### config.mk
export PLATFORM = sky130hd
export DESIGN_NAME = paired_device_key_table_core
export DESIGN_NICKNAME = d
export VERILOG_FILES = /design/src/rtl/core/pkdt_pkg.sv /design/src/rtl/core/pkdt_key_ram.sv /design/src/rtl/core/pkdt_ctrl.sv /design/src/rtl/core/paired_device_key_table_core.sv
export SDC_FILE = /design/constraint.sdc
export NUM_CORES = 1
export LEC_CHECK = 0
export BUFFER_PORTS_ARGS = -buffer_cell sky130_fd_sc_hd__buf_4
export CAP_MARGIN = 20
export CORE_MARGIN = 4
export CORE_UTILIZATION = 28
export CTS_BUF_LIST = sky130_fd_sc_hd__clkbuf_2
export DETAILED_ROUTE_END_ITERATION = 16
export GPL_TIMING_DRIVEN = 0
export MAX_ROUTING_LAYER = met4
export PLACE_DENSITY = 0.55
export SYNTH_ARGS = -nofsm -noshare
export SYNTH_HDL_FRONTEND = slang
export SYNTH_HIERARCHICAL = 1
export SYNTH_SLANG_ARGS = --single-unit
### constraint.sdc
create_clock -name aclk -period 6.2 [get_ports aclk]
set_clock_uncertainty 0.1 [all_clocks]
set_input_delay 1.24 -clock aclk [delete_from_list [all_inputs] [get_ports aclk]]
set_output_delay 1.24 -clock aclk [all_outputs]
set_load 0.02 [all_outputs]
### src/rtl/core/pkdt_pkg.sv
package pkdt_pkg;

    localparam int unsigned KEY_W    = 48;
    localparam int unsigned IDX_W    = 4;
    localparam int unsigned COUNT_W  = 5;

    typedef enum logic [1:0] {
        MODE_LOOKUP = 2'd0,
        MODE_ADD    = 2'd1,
        MODE_REMOVE = 2'd2,
        MODE_CLEAR  = 2'd3
    } mode_t;

    typedef enum logic [1:0] {
        ST_OK        = 2'd0,
        ST_PRESENT   = 2'd1,
        ST_FULL      = 2'd2,
        ST_NOT_FOUND = 2'd3
    } status_t;

    typedef struct packed {
        mode_t              mode;
        logic [KEY_W-1:0]   key_mac;
        logic [IDX_W-1:0]   entry_index;
    } req_t;

    typedef struct packed {
        logic               found;
        logic [IDX_W-1:0]   result_index;
        status_t            status;
        logic [COUNT_W-1:0] count_after;
    } resp_t;

endpackage

### src/rtl/core/pkdt_key_ram.sv
module pkdt_key_ram #(
    parameter int unsigned DEPTH = 16,
    parameter int unsigned AW    = 4
) (
    input  logic                         aclk,
    input  logic                         wr_en,
    input  logic [AW-1:0]                wr_addr,
    input  logic [pkdt_pkg::KEY_W-1:0]   wr_data,
    input  logic                         rd_en,
    input  logic [AW-1:0]                rd_addr,
    output logic [pkdt_pkg::KEY_W-1:0]   rd_data
);

    logic [pkdt_pkg::KEY_W-1:0] mem [DEPTH];

    always_ff @(posedge aclk) begin
        if (wr_en) begin
            mem[wr_addr] <= wr_data;
        end
    end

    always_ff @(posedge aclk) begin
        if (rd_en) begin
            rd_data <= mem[rd_addr];
        end
    end

endmodule

### src/rtl/core/pkdt_ctrl.sv
module pkdt_ctrl #(
    parameter int unsigned MAX_ENTRIES = 16,
    parameter int unsigned AW          = 4,
    parameter int unsigned CW          = 5
) (
    input  logic                         aclk,
    input  logic                         aresetn,
    input  logic                         in_valid,
    output logic                         in_ready,
    input  pkdt_pkg::req_t               req,
    output logic                         res_valid,
    input  logic                         res_ready,
    output pkdt_pkg::resp_t              res,
    output logic                         wr_en,
    output logic [AW-1:0]                wr_addr,
    output logic [pkdt_pkg::KEY_W-1:0]   wr_data,
    output logic                         rd_en,
    output logic [AW-1:0]                rd_addr,
    input  logic [pkdt_pkg::KEY_W-1:0]   rd_data
);

    typedef enum logic [1:0] {
        IDLE,
        SCAN,
        SHIFT,
        RESP
    } state_t;

    state_t                        state_reg,  state_next;
    pkdt_pkg::mode_t               mode_reg,   mode_next;
    logic [pkdt_pkg::KEY_W-1:0]    key_reg,    key_next;
    logic [CW-1:0]                 ptr_reg,    ptr_next;
    logic [CW-1:0]                 count_reg,  count_next;
    logic [AW-1:0]                 rdidx_reg,  rdidx_next;
    logic                          pend_reg,   pend_next;
    logic                          found_reg,  found_next;
    logic [pkdt_pkg::IDX_W-1:0]    index_reg,  index_next;
    pkdt_pkg::status_t             status_reg, status_next;

    logic more;

    assign more      = ptr_reg < count_reg;
    assign in_ready  = state_reg == IDLE;
    assign res_valid = state_reg == RESP;
    assign rd_addr   = ptr_reg[AW-1:0];

    always_comb begin
        res.found        = found_reg;
        res.result_index = index_reg;
        res.status       = status_reg;
        res.count_after  = pkdt_pkg::COUNT_W'(count_reg);
    end

    always_comb begin
        state_next  = state_reg;
        mode_next   = mode_reg;
        key_next    = key_reg;
        ptr_next    = ptr_reg;
        count_next  = count_reg;
        rdidx_next  = rdidx_reg;
        pend_next   = 1'b0;
        found_next  = found_reg;
        index_next  = index_reg;
        status_next = status_reg;
        wr_en       = 1'b0;
        wr_addr     = AW'(rdidx_reg - 1'b1);
        wr_data     = rd_data;
        rd_en       = 1'b0;

        unique case (state_reg)
            IDLE: begin
                if (in_valid) begin
                    mode_next   = req.mode;
                    key_next    = req.key_mac;
                    found_next  = 1'b0;
                    index_next  = '0;
                    status_next = pkdt_pkg::ST_OK;
                    unique case (req.mode)
                        pkdt_pkg::MODE_LOOKUP, pkdt_pkg::MODE_ADD: begin
                            ptr_next   = '0;
                            state_next = SCAN;
                        end
                        pkdt_pkg::MODE_REMOVE: begin
                            if (32'(req.entry_index) >= 32'(count_reg)) begin
                                status_next = pkdt_pkg::ST_NOT_FOUND;
                                state_next  = RESP;
                            end else begin
                                ptr_next   = CW'(32'(req.entry_index) + 32'd1);
                                state_next = SHIFT;
                            end
                        end
                        pkdt_pkg::MODE_CLEAR: begin
                            count_next = '0;
                            state_next = RESP;
                        end
                        default: state_next = RESP;
                    endcase
                end
            end
            SCAN: begin
                if (pend_reg && rd_data == key_reg) begin
                    found_next  = 1'b1;
                    index_next  = pkdt_pkg::IDX_W'(rdidx_reg);
                    status_next = (mode_reg == pkdt_pkg::MODE_ADD) ?
                                  pkdt_pkg::ST_PRESENT : pkdt_pkg::ST_OK;
                    state_next  = RESP;
                end else if (more) begin
                    rd_en      = 1'b1;
                    rdidx_next = ptr_reg[AW-1:0];
                    pend_next  = 1'b1;
                    ptr_next   = ptr_reg + 1'b1;
                end else begin
                    state_next = RESP;
                    if (mode_reg != pkdt_pkg::MODE_ADD) begin
                        status_next = pkdt_pkg::ST_NOT_FOUND;
                    end else if (count_reg >= CW'(MAX_ENTRIES)) begin
                        status_next = pkdt_pkg::ST_FULL;
                    end else begin
                        wr_en      = 1'b1;
                        wr_addr    = count_reg[AW-1:0];
                        wr_data    = key_reg;
                        index_next = pkdt_pkg::IDX_W'(count_reg);
                        count_next = count_reg + 1'b1;
                    end
                end
            end
            SHIFT: begin
                wr_en = pend_reg;
                if (more) begin
                    rd_en      = 1'b1;
                    rdidx_next = ptr_reg[AW-1:0];
                    pend_next  = 1'b1;
                    ptr_next   = ptr_reg + 1'b1;
                end else if (!pend_reg) begin
                    count_next = count_reg - 1'b1;
                    state_next = RESP;
                end
            end
            RESP: begin
                if (res_ready) begin
                    state_next = IDLE;
                end
            end
            default: state_next = IDLE;
        endcase
    end

    always_ff @(posedge aclk) begin
        if (!aresetn) begin
            state_reg <= IDLE;
            count_reg <= '0;
            pend_reg  <= 1'b0;
        end else begin
            state_reg <= state_next;
            count_reg <= count_next;
            pend_reg  <= pend_next;
        end
        mode_reg   <= mode_next;
        key_reg    <= key_next;
        ptr_reg    <= ptr_next;
        rdidx_reg  <= rdidx_next;
        found_reg  <= found_next;
        index_reg  <= index_next;
        status_reg <= status_next;
    end

endmodule

### src/rtl/core/paired_device_key_table_core.sv
// Paired device key table.
// Input channel s_*: one transaction per request. s_tuser carries the mode
// (lookup, add, remove by index, clear); s_tdata carries the 48-bit key and
// the 4-bit entry index.
// Output channel m_*: exactly one transaction per request, in order, giving
// found, result index, status and the entry count after the request.
// Keys sit in a single-port-write, single-port-read RAM with a registered
// read port. Lookup and add stream through the stored entries one per
// cycle, stopping early on a hit. Remove copies each later entry down one
// place, one per cycle, through the single RAM read port. Clear and a
// rejected remove go straight to the response, without touching the RAM.
// One request is in flight at a time; s_tready is high only between
// requests. The result sits in an output register, so the next request
// may be taken while the previous result waits on m_tready; a stalled
// result holds the engine once it finishes the following request.
// Reset empties the table at once; stored keys need no clearing.
module paired_device_key_table_core #(
    parameter int unsigned MAX_ENTRIES = 16
) (
    input  logic        aclk,
    input  logic        aresetn,
    input  logic        s_tvalid,
    output logic        s_tready,
    input  logic [55:0] s_tdata,   // key_mac[47:0], entry_index[51:48], zero pad
    input  logic [1:0]  s_tuser,   // mode[1:0]
    output logic        m_tvalid,
    input  logic        m_tready,
    output logic [15:0] m_tdata    // found[0], result_index[4:1], status[6:5],
                                   // count_after[11:7], zero pad
);

    localparam int unsigned AW = (MAX_ENTRIES > 1) ? $clog2(MAX_ENTRIES) : 1;
    localparam int unsigned CW = $clog2(MAX_ENTRIES + 1);

    pkdt_pkg::req_t              req;
    pkdt_pkg::resp_t             res;
    pkdt_pkg::resp_t             out_reg;
    logic                        out_valid_reg;
    logic                        res_valid;
    logic                        res_ready;
    logic                        wr_en;
    logic [AW-1:0]               wr_addr;
    logic [pkdt_pkg::KEY_W-1:0]  wr_data;
    logic                        rd_en;
    logic [AW-1:0]               rd_addr;
    logic [pkdt_pkg::KEY_W-1:0]  rd_data;

    always_comb begin
        req.mode        = pkdt_pkg::mode_t'(s_tuser);
        req.key_mac     = s_tdata[47:0];
        req.entry_index = s_tdata[51:48];
    end

    pkdt_ctrl #(
        .MAX_ENTRIES (MAX_ENTRIES),
        .AW          (AW),
        .CW          (CW)
    ) u_ctrl (
        .aclk      (aclk),
        .aresetn   (aresetn),
        .in_valid  (s_tvalid),
        .in_ready  (s_tready),
        .req       (req),
        .res_valid (res_valid),
        .res_ready (res_ready),
        .res       (res),
        .wr_en     (wr_en),
        .wr_addr   (wr_addr),
        .wr_data   (wr_data),
        .rd_en     (rd_en),
        .rd_addr   (rd_addr),
        .rd_data   (rd_data)
    );

    pkdt_key_ram #(
        .DEPTH (MAX_ENTRIES),
        .AW    (AW)
    ) u_ram (
        .aclk    (aclk),
        .wr_en   (wr_en),
        .wr_addr (wr_addr),
        .wr_data (wr_data),
        .rd_en   (rd_en),
        .rd_addr (rd_addr),
        .rd_data (rd_data)
    );

    assign res_ready = !out_valid_reg || m_tready;

    always_ff @(posedge aclk) begin
        if (!aresetn) begin
            out_valid_reg <= 1'b0;
        end else if (res_ready) begin
            out_valid_reg <= res_valid;
        end
        if (res_ready && res_valid) begin
            out_reg <= res;
        end
    end

    assign m_tvalid = out_valid_reg;
    assign m_tdata  = {4'b0, out_reg.count_after, out_reg.status,
                       out_reg.result_index, out_reg.found};

endmodule

# After elaboration in Yosys (flattened, before gate mapping)
# Memories as Yosys holds them, arrays and structs flattened. A register that Yosys moved wholly into a read port is not among the register bits.
# Cells that the tools add are included.
# W data, S select, Z words.
[totals]
regBits = 87
ram_bits = 768
input_bits = 62
output_inout_bits = 18
word_cells = 132
memories = 1
[op_classes]
addsub = 5
order_cmp = 3
eq_ne = 25
n_mux = 65
n_reduce_logical = 18
[mem_list]
columns = ["memory", "words", "width", "read_ports", "rd_clocked_by_memory_dff", "write_ports", "line_no", "source"]
rows = [
  ["u_ram.mem", 16, 48, 1, 1, 1, "pkdt_key_ram.sv:14", "logic [pkdt_pkg::KEY_W-1:0] mem [DEPTH];"],
]
[op_table]
columns = ["cell", "count"]
rows = [
  ["$mux W48", 5],
  ["$mux W5", 12],
  ["$eq A48 B48 Y1", 1],
  ["$mux W4", 12],
  ["$pmux W5 S3", 2],
  ["$mux W2", 13],
  ["$pmux W4 S2", 2],
  ["$reduce_and A5 Y1", 3],
  ["$ne A2 B2 Y1 const B", 7],
  ["$mux W1", 12],
  ["$add A5 B1 Y5 const B", 2],
  ["$pmux W5 S2", 1],
  ["$reduce_and A9 Y1", 1],
  ["$eq A2 B2 Y1 const B", 4],
  ["$ne A2 B1 Y1 const B", 4],
  ["$pmux W2 S4", 1],
  ["$eq A2 B1 Y1 const B", 3],
  ["$ne A3 B2 Y1 const B", 2],
  ["$ne A3 B3 Y1 const B", 2],
  ["$pmux W1 S2", 3],
  ["$pmux W2 S3", 1],
  ["$add A4 B1 Y5 const B", 1],
  ["$ge A4 B5 Y1", 1],
  ["$ge A5 B5 Y1 const B", 1],
  ["other kinds (16)", 20],
]

# Logic depth before layout (Yosys ltp)
# Gate-level depths: netlist of the first run.
[logic_depth]
ltp_word = 8
depth_mapped = 13

# Hierarchy
# Netlist of the first run, hierarchy kept.
[by_module_without_submodules]
columns = ["module", "n_inst", "cells_each", "area_per_inst_um2", "seq_area_each_um2"]
rows = [
  ["pkdt_key_ram", 1, 1242, 30175.2, 24503.5],
  ["pkdt_ctrl", 1, 379, 4580.6, 2142.1],
  ["paired_device_key_table_core", 1, 22, 451.7, 380.4],
]

# Worst setup path after synthesis of the first run
# No wires, ideal clock.
[synth_path]
kind = "register to register"
from = "register u_ctrl.ptr_reg[2]"
to = "memory u_ram/mem[0][0] in the netlist's numbering, enable pin"
setup_time_ns = 0.513
t_arrival_ns = 5.825
t_required_ns = 5.587
path_slack_ns = -0.237
stages_incl_launch_ff = 12
n_path_buf = 2
synth_period_minus_slack_ns = 6.437
cell_sequence = "edfxtp_1 ha_1 a21oi_1 o21ai_1 a31oi_1 nor3_1 nand3_2 buf_6 buf_6 o21ai_0 or3b_2 nor3_1"
[synth_via]
elab_cells_between_ends = 9
classes_between = "1 x order compare; 8 x mux"
[synth_rtl]
columns = ["element", "line_no", "source"]
rows = [
  ["start, declared", "pkdt_ctrl.sv:32", "logic [CW-1:0] ptr_reg, ptr_next;"],
  ["start signal, assigned", "pkdt_ctrl.sv:160", "ptr_reg <= ptr_next;"],
  ["$lt A5 B5 Y1", "pkdt_ctrl.sv:42", "assign more = ptr_reg < count_reg;"],
  ["$mux W4", "pkdt_ctrl.sv:107", "end else if (more) begin"],
  ["$mux W4", "pkdt_ctrl.sv:101", "if (pend_reg && rd_data == key_reg) begin"],
  ["$mux W4", "pkdt_ctrl.sv:70", "unique case (state_reg)"],
  ["net wr_addr[2]", "paired_device_key_table_core.sv:42", "logic [AW-1:0] wr_addr;"],
  ["end, declared", "pkdt_key_ram.sv:14", ""],
]
# The timed path passes the listed nets, and every way through them passes these cells.

# Worst setup path in the final report of the first run
[layout_path]
from = "register u_ctrl/key_reg[31] in the netlist's numbering"
to = "memory u_ram/mem[11][9] in the netlist's numbering, enable pin"
[layout_via]
elab_cells_between_ends = 8
classes_between = "1 x eq/ne; 6 x mux; 1 x reduce/logical"
[layout_rtl]
columns = ["element", "line_no", "source"]
rows = [
  ["start, declared", "pkdt_ctrl.sv:31", "logic [pkdt_pkg::KEY_W-1:0] key_reg, key_next;"],
  ["start signal, assigned", "pkdt_ctrl.sv:159", "key_reg <= key_next;"],
  ["$eq A48 B48 Y1", "pkdt_ctrl.sv:101", ""],
  ["$logic_and A1 B1 Y1", "pkdt_ctrl.sv:101", ""],
  ["$mux W4", "pkdt_ctrl.sv:101", ""],
  ["$mux W4", "pkdt_ctrl.sv:70", ""],
  ["net wr_addr[1]", "paired_device_key_table_core.sv:42", ""],
]
# The timed path passes the listed nets, and every way through them passes these cells.

==> impl_results.md, run 1 <==
* Post-CTS clock slew at the launch and capture registers of the worst setup and hold paths at 0.11 ns
* Post-synthesis cell area at 35,200 um2
* Crit Reg-Reg Startpoint: u_ctrl/key_reg[31]$_DFFE_PP_
* Kind of path behind the tightest hold check: input pin to register
* Total I/O pin count at 80
* Number of flip-flops in the largest register at 768
* Core region area at 124,000 um2
* Max Root-Sink Buffers at 3
* DP HPWL at 58.9 mm
* Maximum fanout along the worst path at 20
* Die Ht at 363 um
* Worst vdd rail ir drop at 0.000178 V
* Syn avg cell area at 21.4 um2
* Share of final-layout standard cells stronger than drive strength 1 at 34.1%
* Sequential share of power at 46.9%
* TritonCTS clock tree: built
* Post-detailed-route wirelength per cell at 24.5 um
* Async SR Flop Fraction at 0%
* Final number of max-transition violations at 0
* Synth top area cells: sky130_fd_sc_hd__edfxtp_1 (76%), sky130_fd_sc_hd__mux4_2 (12%), sky130_fd_sc_hd__a22oi_1 (2.0%)
* Main flop type after synthesis: sky130_fd_sc_hd__edfxtp_1
* Avg Vias per Cell at 4.81
* Outcome: completed
* Total cell area at the placement stage at 38,900 um2
* Switching pwr at 5530 uW
* FF-to-FF path depth at 12
* Synth Register Bits at 903
* Cts bufs inserted at 214
* Critical path start-end classification: register to register
* Share of Yosys cell area claimed by the top area cell type at 76.3%
* Pint at 10,800 uW
* Sum of overflow across all layers after global routing at 0
* Max-cap violations at 0
* Area of the multi-input gates at 7790 um2
* Global router's overall resource usage at 14.6%
* Starting Density at 28.3%
* R2R Setup Slk at 0.56 ns
* Kind of end point of the critical path: register
* Worst min-delay path endpoint: u_ctrl/key_reg[35]$_DFFE_PP_
* Critical register-to-register path endpoint: u_ram/mem[11][9]$_DFFE_PP_
* Post-route fraction of the period consumed by the critical path at 91.0%
* Most repeated cell in the gate-level netlist after synthesis: sky130_fd_sc_hd__edfxtp_1
* Instance count of the mapped netlist at 1,643
* Site row count at 129
* Wire length of the first global-routing pass at 134 mm
* Port Buf Inserts at 71
* Startpoint class of the critical path: register
* Hold path startpoint: s_tvalid
* LEAKAGE at 0.0135 uW
* Die width at 363 um
* Setup fix buffers added after clock tree synthesis at 0
* Dominant cell type by area after synthesis: sky130_fd_sc_hd__edfxtp_1
* Top cells by instance count after synthesis: sky130_fd_sc_hd__edfxtp_1 (894), sky130_fd_sc_hd__mux4_2 (192), sky130_fd_sc_hd__a22oi_1 (96)
* Vias in the first global route at 19,075
* Post-layout minimum cycle time at 5.64 ns
* Finished layout cell area at 41,400 um2
* Post-route DRC violation count at 0
* Hold violation total from the final report at 0
* Worst Hold Path Cells at 2
* Clock Sinks at 903
* Clock share of power at 23.6%
* Number of vias after detailed routing at 18,447
* Die area at 131,000 um2
* Worst rel slew slack at 22.7%
* Initial antenna violation count at 3
* Number of H-tree levels at 4
* Clk_lat worst skew at 1.54 ns
* Number of enable flip-flop cells after synthesis at 894
* Area delta synth->final at 17.6%
* Share of power burned in combinational logic at 29.5%
* Routability Congestion at 0.833
* Antenna violation net count after detailed routing at 0
* Warnings, synthesis at 6
* First DRT Iteration DRCs at 1,969
* Worst-Margin Slew at 1.15 ns
* Achievable clock frequency at 177 MHz
* Data required time of the worst path at 7.26 ns
* Area of all sequential standard cells at 27,000 um2
* Number of distinct library cell variants in the gate-level netlist after synthesis at 55
* First drt pass iteration count at 5
* Data arrival time of the critical path at 6.70 ns
* Worst slack at placement at 0.686 ns
* Switching part of the total at 33.8%
* Minimum setup slack in the final design at 0.556 ns
* Setup repair after global routing missed its margin: no
* Final-layout fill cell count at 11,901
* Clk root buf: sky130_fd_sc_hd__clkbuf_2
* Pin count of the biggest net entering global routing at 40
* Net count reported at finish at 2,123
* PD cells at 395 nW/um2
* Total detailed-routing wirelength at 93.9 mm
* Number of failing setup endpoints in the final timing report at 0
* Share of synthesized area occupied by flip-flops and latches at 76.8%
[worst max-delay path by stage]
| stage | startpoint | to | slack [ns] | cells after the start |
|---|---|---|---|---|
| 5_1_grt | u_ctrl/key_reg[31]$_DFFE_PP_ | u_ram/mem[11][15]$_DFFE_PP_ | 0.35 | 12 |
| 2_1_floorplan | u_ctrl/ptr_reg[2]$_DFFE_PP_ | u_ram/mem[8][0]$_DFFE_PP_ | 0.008 | 12 |
| 3_3_place_gp | u_ctrl/key_reg[31]$_DFFE_PP_ | u_ram/mem[4][22]$_DFFE_PP_ | -5.92 | 11 |
| 3_5_place_dp | u_ctrl/key_reg[31]$_DFFE_PP_ | u_ram/mem[15][15]$_DFFE_PP_ | 0.69 | 13 |
| 6_report | u_ctrl/key_reg[31]$_DFFE_PP_ | u_ram/mem[11][9]$_DFFE_PP_ | 0.56 | 12 |
| 4_1_cts | u_ctrl/key_reg[31]$_DFFE_PP_ | u_ram/mem[11][15]$_DFFE_PP_ | 0.59 | 12 |
[critical path: stages (launching register included)]
cell                       delay, ns
sky130_fd_sc_hd__edfxtp_1       0.45
sky130_fd_sc_hd__xnor2_1        0.53
sky130_fd_sc_hd__nor3b_1        0.27
sky130_fd_sc_hd__nand3_1        0.10
sky130_fd_sc_hd__or4_1          0.70
sky130_fd_sc_hd__nand3_2        0.29
sky130_fd_sc_hd__buf_6          0.26
sky130_fd_sc_hd__buf_6          0.18
sky130_fd_sc_hd__nor2_1         0.05
sky130_fd_sc_hd__a21oi_1        0.76
sky130_fd_sc_hd__nand2_1        0.48
sky130_fd_sc_hd__nor2_4         0.81
sky130_fd_sc_hd__buf_12         0.30
[power groups by stage]
stage / Clock (uW) / Combinational, uW / Sequential, uW
detailed placement: 0 / 4810 / 7810
global placement: 0 / 4620 / 7830
CTS: 4040 / 4850 / 7670
global route: 4370 / 5140 / 7700
floorplan: 0 / 3150 / 7720
finish: 3860 / 4820 / 7670
[what timing repair did]
item / 4_1_cts / 5_1_grt
resized for setup: 0 / 0
hold buffers: 58 / 0
endpoints found under the hold margin: 64 / 0
[routing by layer]
metal	vias to the layer above	GRT usage, %	part of all wire, %
met4	0	4.38	1.6
met3	129	3.60	8.3
met5	-	-	0
li1	7780	-	-
met1	9714	19.8	44
met2	824	21.8	46
[layout make-up]
class	instances	area share, %
Clock inverter	70	1.06
Multi-Input combinational cell	644	18.8
Clock buffer	301	3.64
Timing Repair Buffer	177	4.97
Buffer	80	1.13
Tap cell	1637	4.95
Inverter	19	0.172
Antenna cell	3	0.0181
Sequential cell	903	65.3
[cell usage in the layout (no fill, tap or decap), types with 7 or more instances in the layout]
cell type / instances
sky130_fd_sc_hd__mux2_4: 20
sky130_fd_sc_hd__o21ai_1: 9
sky130_fd_sc_hd__nand3_1: 10
sky130_fd_sc_hd__xor2_1: 53
sky130_fd_sc_hd__clkinv_1: 49
sky130_fd_sc_hd__nor4_1: 22
sky130_fd_sc_hd__clkinv_2: 7
sky130_fd_sc_hd__buf_12: 26
sky130_fd_sc_hd__ha_1: 21
sky130_fd_sc_hd__a21oi_1: 18
sky130_fd_sc_hd__nor2_4: 13
sky130_fd_sc_hd__buf_6: 11
sky130_fd_sc_hd__nor2_1: 20
sky130_fd_sc_hd__clkbuf_1: 29
sky130_fd_sc_hd__edfxtp_1: 894
sky130_fd_sc_hd__buf_16: 11
sky130_fd_sc_hd__buf_1: 9
sky130_fd_sc_hd__o21ai_0: 10
sky130_fd_sc_hd__dfxtp_1: 9
sky130_fd_sc_hd__nand2_1: 62
sky130_fd_sc_hd__mux2_2: 27
sky130_fd_sc_hd__mux4_2: 192
sky130_fd_sc_hd__buf_4: 100
sky130_fd_sc_hd__dlygate4sd3_1: 58
sky130_fd_sc_hd__a22oi_1: 96
sky130_fd_sc_hd__clkbuf_2: 301
sky130_fd_sc_hd__inv_1: 18
sky130_fd_sc_hd__buf_2: 9
[through the flow]
| stage | TNS [ns] | util (%) | hold slack [ns] | instances | total power, uW |
|---|---|---|---|---|---|
| 2_1_floorplan | 0 | - | 0.300 | 1646 | 10900 |
| 3_3_place_gp | -2504.78 | 30.4 | 0.303 | 3354 | 12400 |
| 3_5_place_dp | 0 | 31.3 | 0.308 | 3402 | 12600 |
| 4_1_cts | 0 | 33.3 | 0.0114 | 3831 | 16600 |
| 5_1_grt | 0 | 33.3 | 0.0873 | 3834 | 17200 |
| 6_report | 0 | 33.3 | 0.233 | 3834 | 16300 |
[cell families (layout without fill, tap and decap cells)]
logic type / count (synthesis) / count (layout) / share of synthesized area (%)
mux: 242 / 242 / 14.1
other cells: 1 / 7 / 0.0107
buf+inv: 99 / 647 / 1.53
xor+xnor: 58 / 58 / 1.44
compound gates: 152 / 152 / 3.07
simple gates: 166 / 166 / 2.30
flops: 903 / 903 / 76.8
fa+ha+maj: 22 / 22 / 0.803
Power figures use the tool's default switching activity.
==> inputs of run 2 (changes only) <==
- CELL_PAD_IN_SITES_DETAIL_PLACEMENT: unset -> 2
- CELL_PAD_IN_SITES_GLOBAL_PLACEMENT: unset -> 2
- PLACE_DENSITY: 0.55 -> 0.63
==> run 2 against run 1 <==
Against the previous run:
- combinational power increased by 3%
- worst hold slack improved by 0.080 ns
- die area unchanged
- power increased by 1.8%
- cell count increased by 0.86%
- clock-buffer cell count increased by 11
- via count increased by 1.9%
- critical path depth increased by 1
- flip-flop and latch count unchanged
- sequential share of layout area decreased by 0.44 points
- clock power increased by 4%
- largest cell class unchanged
==> impl_results.md, run 2 (synthesis gave the netlist of run 1 again) <==
* Outcome: completed
* Cts bufs inserted at 222
* Share of final-layout standard cells stronger than drive strength 1 at 34.8%
* Avg Vias per Cell at 4.86
* Core region area at 124,000 um2
* Port Buf Inserts at 71
* Post-route fraction of the period consumed by the critical path at 90.0%
* Total detailed-routing wirelength at 104 mm
* Area delta synth->final at 18.4%
* Clk root buf: sky130_fd_sc_hd__clkbuf_2
* Final-layout fill cell count at 12,400
* Sum of overflow across all layers after global routing at 0
* Final Core Density at 33.5%
* Data arrival time of the critical path at 6.66 ns
* Share of power burned in combinational logic at 29.9%
* PD cells at 399 nW/um2
* First DRT Iteration DRCs at 1,778
* Total design power at 16,600 uW
* Global router's overall resource usage at 16.3%
* Wire length of the first global-routing pass at 150 mm
* Pint at 10,800 uW
* Commonest non-fill, non-tap cell in the layout: sky130_fd_sc_hd__edfxtp_1
* Fin cells at 3,867
* Die Ht at 363 um
* Number of flip-flops in the largest register at 768
* TritonCTS clock tree: built
* Most frequent cells in the layout: sky130_fd_sc_hd__edfxtp_1 (894), sky130_fd_sc_hd__clkbuf_2 (312), sky130_fd_sc_hd__mux4_2 (192)
* Routability Congestion at 0.768
* Detailed-routed wire length on met2 at 49.8 mm
* Switching part of the total at 34.8%
* Max Root-Sink Buffers at 3
* Startpoint class of the critical path: register
* Die width at 363 um
* Kind of end point of the critical path: register
* Sequential share of power at 46.0%
* LEAKAGE at 0.0137 uW
* Number of failing setup endpoints in the final timing report at 0
* Wire length on met1 at 43.1 mm
* Top metal layer carrying routed signals: met4
* Routed met3 length at 8.22 mm
* Vias in the first global route at 20,867
* Achievable clock frequency at 179 MHz
* Post-layout minimum cycle time at 5.58 ns
* Worst hold slack at 0.313 ns
* Count of placed standard cells including taps at 3,408
* Number of vias after detailed routing at 18,796
* Max-cap violations at 0
* First drt pass iteration count at 5
* Clock Sinks at 903
* Hold violation total from the final report at 0
* Worst vdd rail ir drop at 0.000199 V
* Final number of max-transition violations at 0
* DP HPWL at 67.8 mm
* Initial antenna violation count at 3
* Clock share of power at 24.1%
* Post-route DRC violation count at 0
* Clk_lat worst skew at 1.63 ns
* Antenna violation net count after detailed routing at 0
* Starting Density at 28.3%
* Summed negative setup slack over all endpoints at 0 ns
* Site row count at 129
* Worst rel slew slack at 27.1%
* Post-CTS clock slew at the launch and capture registers of the worst setup and hold paths at 0.11 ns
* Maximum fanout along the worst path at 20
* Die area at 131,000 um2
* Total I/O pin count at 80
* Switching pwr at 5800 uW
* Net count reported at finish at 2,151
* Number of H-tree levels at 4
* Critical path start-end classification: register to register
* Kind of path behind the tightest hold check: input pin to register
* Data required time of the worst path at 7.28 ns
* Worst-Margin Slew at 1.09 ns
* Setup repair after global routing missed its margin: no
* Pin count of the biggest net entering global routing at 31
* Post-detailed-route wirelength per cell at 26.9 um
==> run 2: final timing paths <==
| kind | start | end | slack (ns) | cells after the start |
|---|---|---|---|---|
| max reg2reg | u_ram/rd_data[31]$_DFFE_PP_ | u_ram/mem[14][18]$_DFFE_PP_ | 0.62 | 13 |
| min | s_tdata[4] | u_ctrl/key_reg[4]$_DFFE_PP_ | 0.31 | 2 |
| min reg2reg | u_ctrl/status_reg[0]$_DFFE_PP_ | m_tdata[5]$_DFFE_PP_ | 0.32 | 0 |
| max | u_ram/rd_data[31]$_DFFE_PP_ | u_ram/mem[14][18]$_DFFE_PP_ | 0.62 | 13 |
==> run 2: layout make-up <==
type                    instances  area [um2]  area share, %
well taps                    1637        2050           4.91
multi-input cells             644        7790           18.7
flip-flops and latches        903       27000           64.8
diodes                          3        7.51         0.0180
repair buffers                197        2280           5.48
plain buffers                  80         468           1.12
inverters                      19        71.3          0.171
clock inverters                72         433           1.04
clock buffers                 312        1560           3.75
==> run 2: what timing repair did <==
item / 4_1_cts / 5_1_grt
setup endpoints to repair: 0 / 77
setup buffers: 0 / 9
hold buffers: 63 / 0
resized for setup: 0 / 2
endpoints found under the hold margin: 69 / 0
==> run 2: power by group through the flow <==
stage / Combinational [uW] / Clock, uW / Sequential, uW
2_1_floorplan: 3150 / 0 / 7720
6_report: 4970 / 4010 / 7650
5_1_grt: 5350 / 4520 / 7680
3_5_place_dp: 4980 / 0 / 7790
3_3_place_gp: 4670 / 0 / 7810
4_1_cts: 5040 / 4190 / 7660
==> run 2: stage by stage <==
step	area, um2	worst slack, ns
after floorplan	35200	0.00814
after global placement	37800	-6.00
after detailed placement	39000	0.228
after CTS	41600	0.197
after global routing	41700	0.341
final	41700	0.622
==> run 2: worst max-delay path, stage by stage, from the launching register on <==
cell and delay (ns):
sky130_fd_sc_hd__edfxtp_1 0.43, sky130_fd_sc_hd__xnor2_1 0.64, sky130_fd_sc_hd__nor3b_1 0.30, sky130_fd_sc_hd__nand3_1 0.11
sky130_fd_sc_hd__or4_1 0.72, sky130_fd_sc_hd__nand3_2 0.30, sky130_fd_sc_hd__buf_6 0.26, sky130_fd_sc_hd__buf_6 0.19
sky130_fd_sc_hd__nor2_1 0.07, sky130_fd_sc_hd__a21oi_2 0.46, sky130_fd_sc_hd__nand2b_1 0.43, sky130_fd_sc_hd__nor2_4 0.61
sky130_fd_sc_hd__buf_12 0.29, sky130_fd_sc_hd__buf_12 0.23
==> run 2: routing by layer <==
metal / up-vias / global-route usage [%]
met1: 10053 / 20.4
met3: 186 / 4.63
met5: - / -
li1: 7815 / -
met2: 742 / 25.4
met4: 0 / 6.12
==> inputs of run 3 (changes only) <==
- REMOVE_ABC_BUFFERS: unset -> 1
==> run 3 against run 2 <==
Against the previous run:
- via count down 1.3%
- register-to-register slack got worse by 0.36 ns
- utilization rose by 0.44 points
- wire length decreased by 1.4%
- power increased by 1.4%
- critical path depth did not move
- sequential share of layout area fell by 0.85 points
- clock-buffer cell count increased by 8
- sequential power up 0.7%
- largest cell class unchanged
==> impl_results.md, run 3 (synthesis gave the netlist of run 1 again) <==
* Outcome: completed
* Library cell contributing the largest single delay on the critical path: sky130_fd_sc_hd__or4_1
* Clock Sinks at 903
* Port Buf Inserts at 71
* DP HPWL at 66.2 mm
* Worst vdd rail ir drop at 0.000198 V
* Commonest non-fill, non-tap cell in the layout: sky130_fd_sc_hd__edfxtp_1
* Number of cells upsized or downsized after cts at 0
* Antenna violation net count after detailed routing at 0
* Initial antenna violation count at 2
* Wire length of the first global-routing pass at 148 mm
* Global router's overall resource usage at 16.1%
* FF-to-FF path depth at 13
* Total I/O pin count at 80
* Post-CTS clock slew at the launch and capture registers of the worst setup and hold paths at 0.10 ns
* Site row count at 129
* TritonCTS clock tree: built
* Total design power at 16,900 uW
* Final number of max-transition violations at 0
* Finished layout cell area at 42,200 um2
* Die Ht at 363 um
* Post-detailed-route wirelength per cell at 26.8 um
* Delay contributed by the slowest stage of the critical path at 0.87 ns
* Worst-Margin Slew at 0.967 ns
* Vias in the first global route at 20,614
* Critical path start-end classification: register to register
* Share of final-layout standard cells stronger than drive strength 1 at 35.8%
* Worst path top cell family by delay: simple AND/OR/NAND/NOR gates
* Startpoint class of the critical path: register
* Hold path startpoint: u_ctrl/index_reg[0]$_SDFFCE_PN0P_
* Die area at 131,000 um2
* Number of failing setup endpoints in the final timing report at 0
* Worst hold slack at 0.317 ns
* Cts bufs inserted at 222
* Worst rel slew slack at 35.2%
* Data required time of the worst path at 7.28 ns
* Total detailed-routing wirelength at 103 mm
* Post-layout minimum cycle time at 5.93 ns
* R2R Setup Slk at 0.27 ns
* Worst Hold Path Cells at 0
* Setup repair after global routing missed its margin: no
* Number of H-tree levels at 4
* Ordered cell list for the critical path: xor2_1 > nor4_1 > nand3_1 > or4_1 > nand3_4 > nor2_1 > a21oi_1 > nand3_1 > nor3_2 > buf_8 > buf_6 > buf_6 > buf_6
* Core region area at 124,000 um2
* First DRT Iteration DRCs at 1,727
* Sum of overflow across all layers after global routing at 0
* Data arrival time of the critical path at 7.01 ns
* Routability Congestion at 0.728
* Maximum fanout along the worst path at 22
* Pin count of the biggest net entering global routing at 46
* Kind of path behind the tightest hold check: register to register
* Max-cap violations at 0
* Clk root buf: sky130_fd_sc_hd__clkbuf_2
* Avg Vias per Cell at 4.84
* Post-route fraction of the period consumed by the critical path at 95.7%
* Starting Density at 28.3%
* First drt pass iteration count at 7
* Post-route DRC violation count at 0
* Crit Reg-Reg Startpoint: u_ctrl/key_reg[7]$_DFFE_PP_
* LEAKAGE at 0.0139 uW
* Area delta synth->final at 20.0%
* PD cells at 400 nW/um2
* Worst min-delay path endpoint: m_tdata[1]$_DFFE_PP_
* Number of flip-flops in the largest register at 768
* Critical register-to-register path endpoint: u_ram/mem[12][3]$_DFFE_PP_
* Achievable clock frequency at 169 MHz
* Most repeated library cell on the critical path: sky130_fd_sc_hd__buf_6
* Number of buffers and inverters on the critical path at 4
* Net count reported at finish at 2,112
* Max Root-Sink Buffers at 3
* Most frequent cells in the layout: sky130_fd_sc_hd__edfxtp_1 (894), sky130_fd_sc_hd__clkbuf_2 (320), sky130_fd_sc_hd__mux4_2 (192)
* Clk_lat worst skew at 1.54 ns
* Hold violation total from the final report at 0
* Number of vias after detailed routing at 18,548
* Kind of end point of the critical path: register
* Total cell area at the placement stage at 39,700 um2
* Die width at 363 um
[run 3: cell count changes in the layout (fill, tap and decap cells not counted), sizes merged]
cell	previous run	this run
clkbuf	341	320
buf	185	179
dlygate4sd3	63	59
clkinv	62	59
clkinvlp	4	1
bufinv	2	1
diode	3	4
inv	23	24
[run 3: metrics by stage]
stage | cells | setup WS [ns] | util, % | TNS [ns]
global placement | 3274 | -18.82 | 30.0 | -
floorplan | 1566 | -7.65 | - | -8219.72
CTS | 3825 | 0.177 | 34.0 | 0
detailed placement | 3380 | 0.242 | 31.9 | 0
global route | 3831 | 0.121 | 34.0 | 0
finish | 3831 | 0.266 | 34.0 | 0
[run 3: timing repair]
item / in CTS / in global routing
hold buffers: 59 / 0
setup buffers: 0 / 2
setup endpoints to repair: 0 / 1
hold endpoints to repair: 72 / 0
[run 3: power by group]
| part | internal, uW | switching, uW |
|---|---|---|
| combinational | 2370 | 2890 |
| clock | 1460 | 2470 |
| sequential | 7450 | 247 |
| total | 11300 | 5600 |
[run 3: area by class of cell]
type | count | area (um2)
clock inverter | 66 | 359
antenna | 4 | 10.0
fill | 12300 | 82000
inverter | 19 | 71.3
clock buffer | 320 | 1600
tap | 1637 | 2050
multi-input combinational | 644 | 7810
sequential | 903 | 27000
timing repair buffer | 238 | 3320
[run 3: how the worst max path moves through the flow]
| stage | startpoint | end | slack (ns) | depth (start not counted) |
|---|---|---|---|---|
| after floorplan | u_ctrl/ptr_reg[0]$_DFFE_PP_ | u_ram/mem[0][0]$_DFFE_PP_ | -7.65 | 8 |
| after detailed placement | u_ctrl/key_reg[7]$_DFFE_PP_ | u_ram/mem[14][35]$_DFFE_PP_ | 0.24 | 11 |
| after global placement | u_ctrl/ptr_reg[0]$_DFFE_PP_ | u_ram/mem[12][14]$_DFFE_PP_ | -18.82 | 8 |
| after global routing | u_ctrl/ptr_reg[1]$_DFFE_PP_ | u_ram/mem[12][37]$_DFFE_PP_ | 0.12 | 13 |
| after CTS | u_ctrl/key_reg[17]$_DFFE_PP_ | u_ram/mem[14][5]$_DFFE_PP_ | 0.18 | 11 |
| final | u_ctrl/key_reg[7]$_DFFE_PP_ | u_ram/mem[12][3]$_DFFE_PP_ | 0.27 | 13 |
[run 3: metal layers]
layer  vias to the layer above  track usage, %  routed length [um]
li1                       7743               -                   -
met1                     10014            20.9               44200
met2                       639            25.5               50300
met3                       152            3.29                5770
met4                         0            5.20                2330
met5                         -               -                   0
[run 3: worst register-to-register path: cells and delay by family, from the launching register on]
family,cells,cell delay (ns)
simple gates,7,3.76
buf+inv,4,0.82
xor+xnor,1,0.22
compound gates,1,0.34
flops,1,0.43
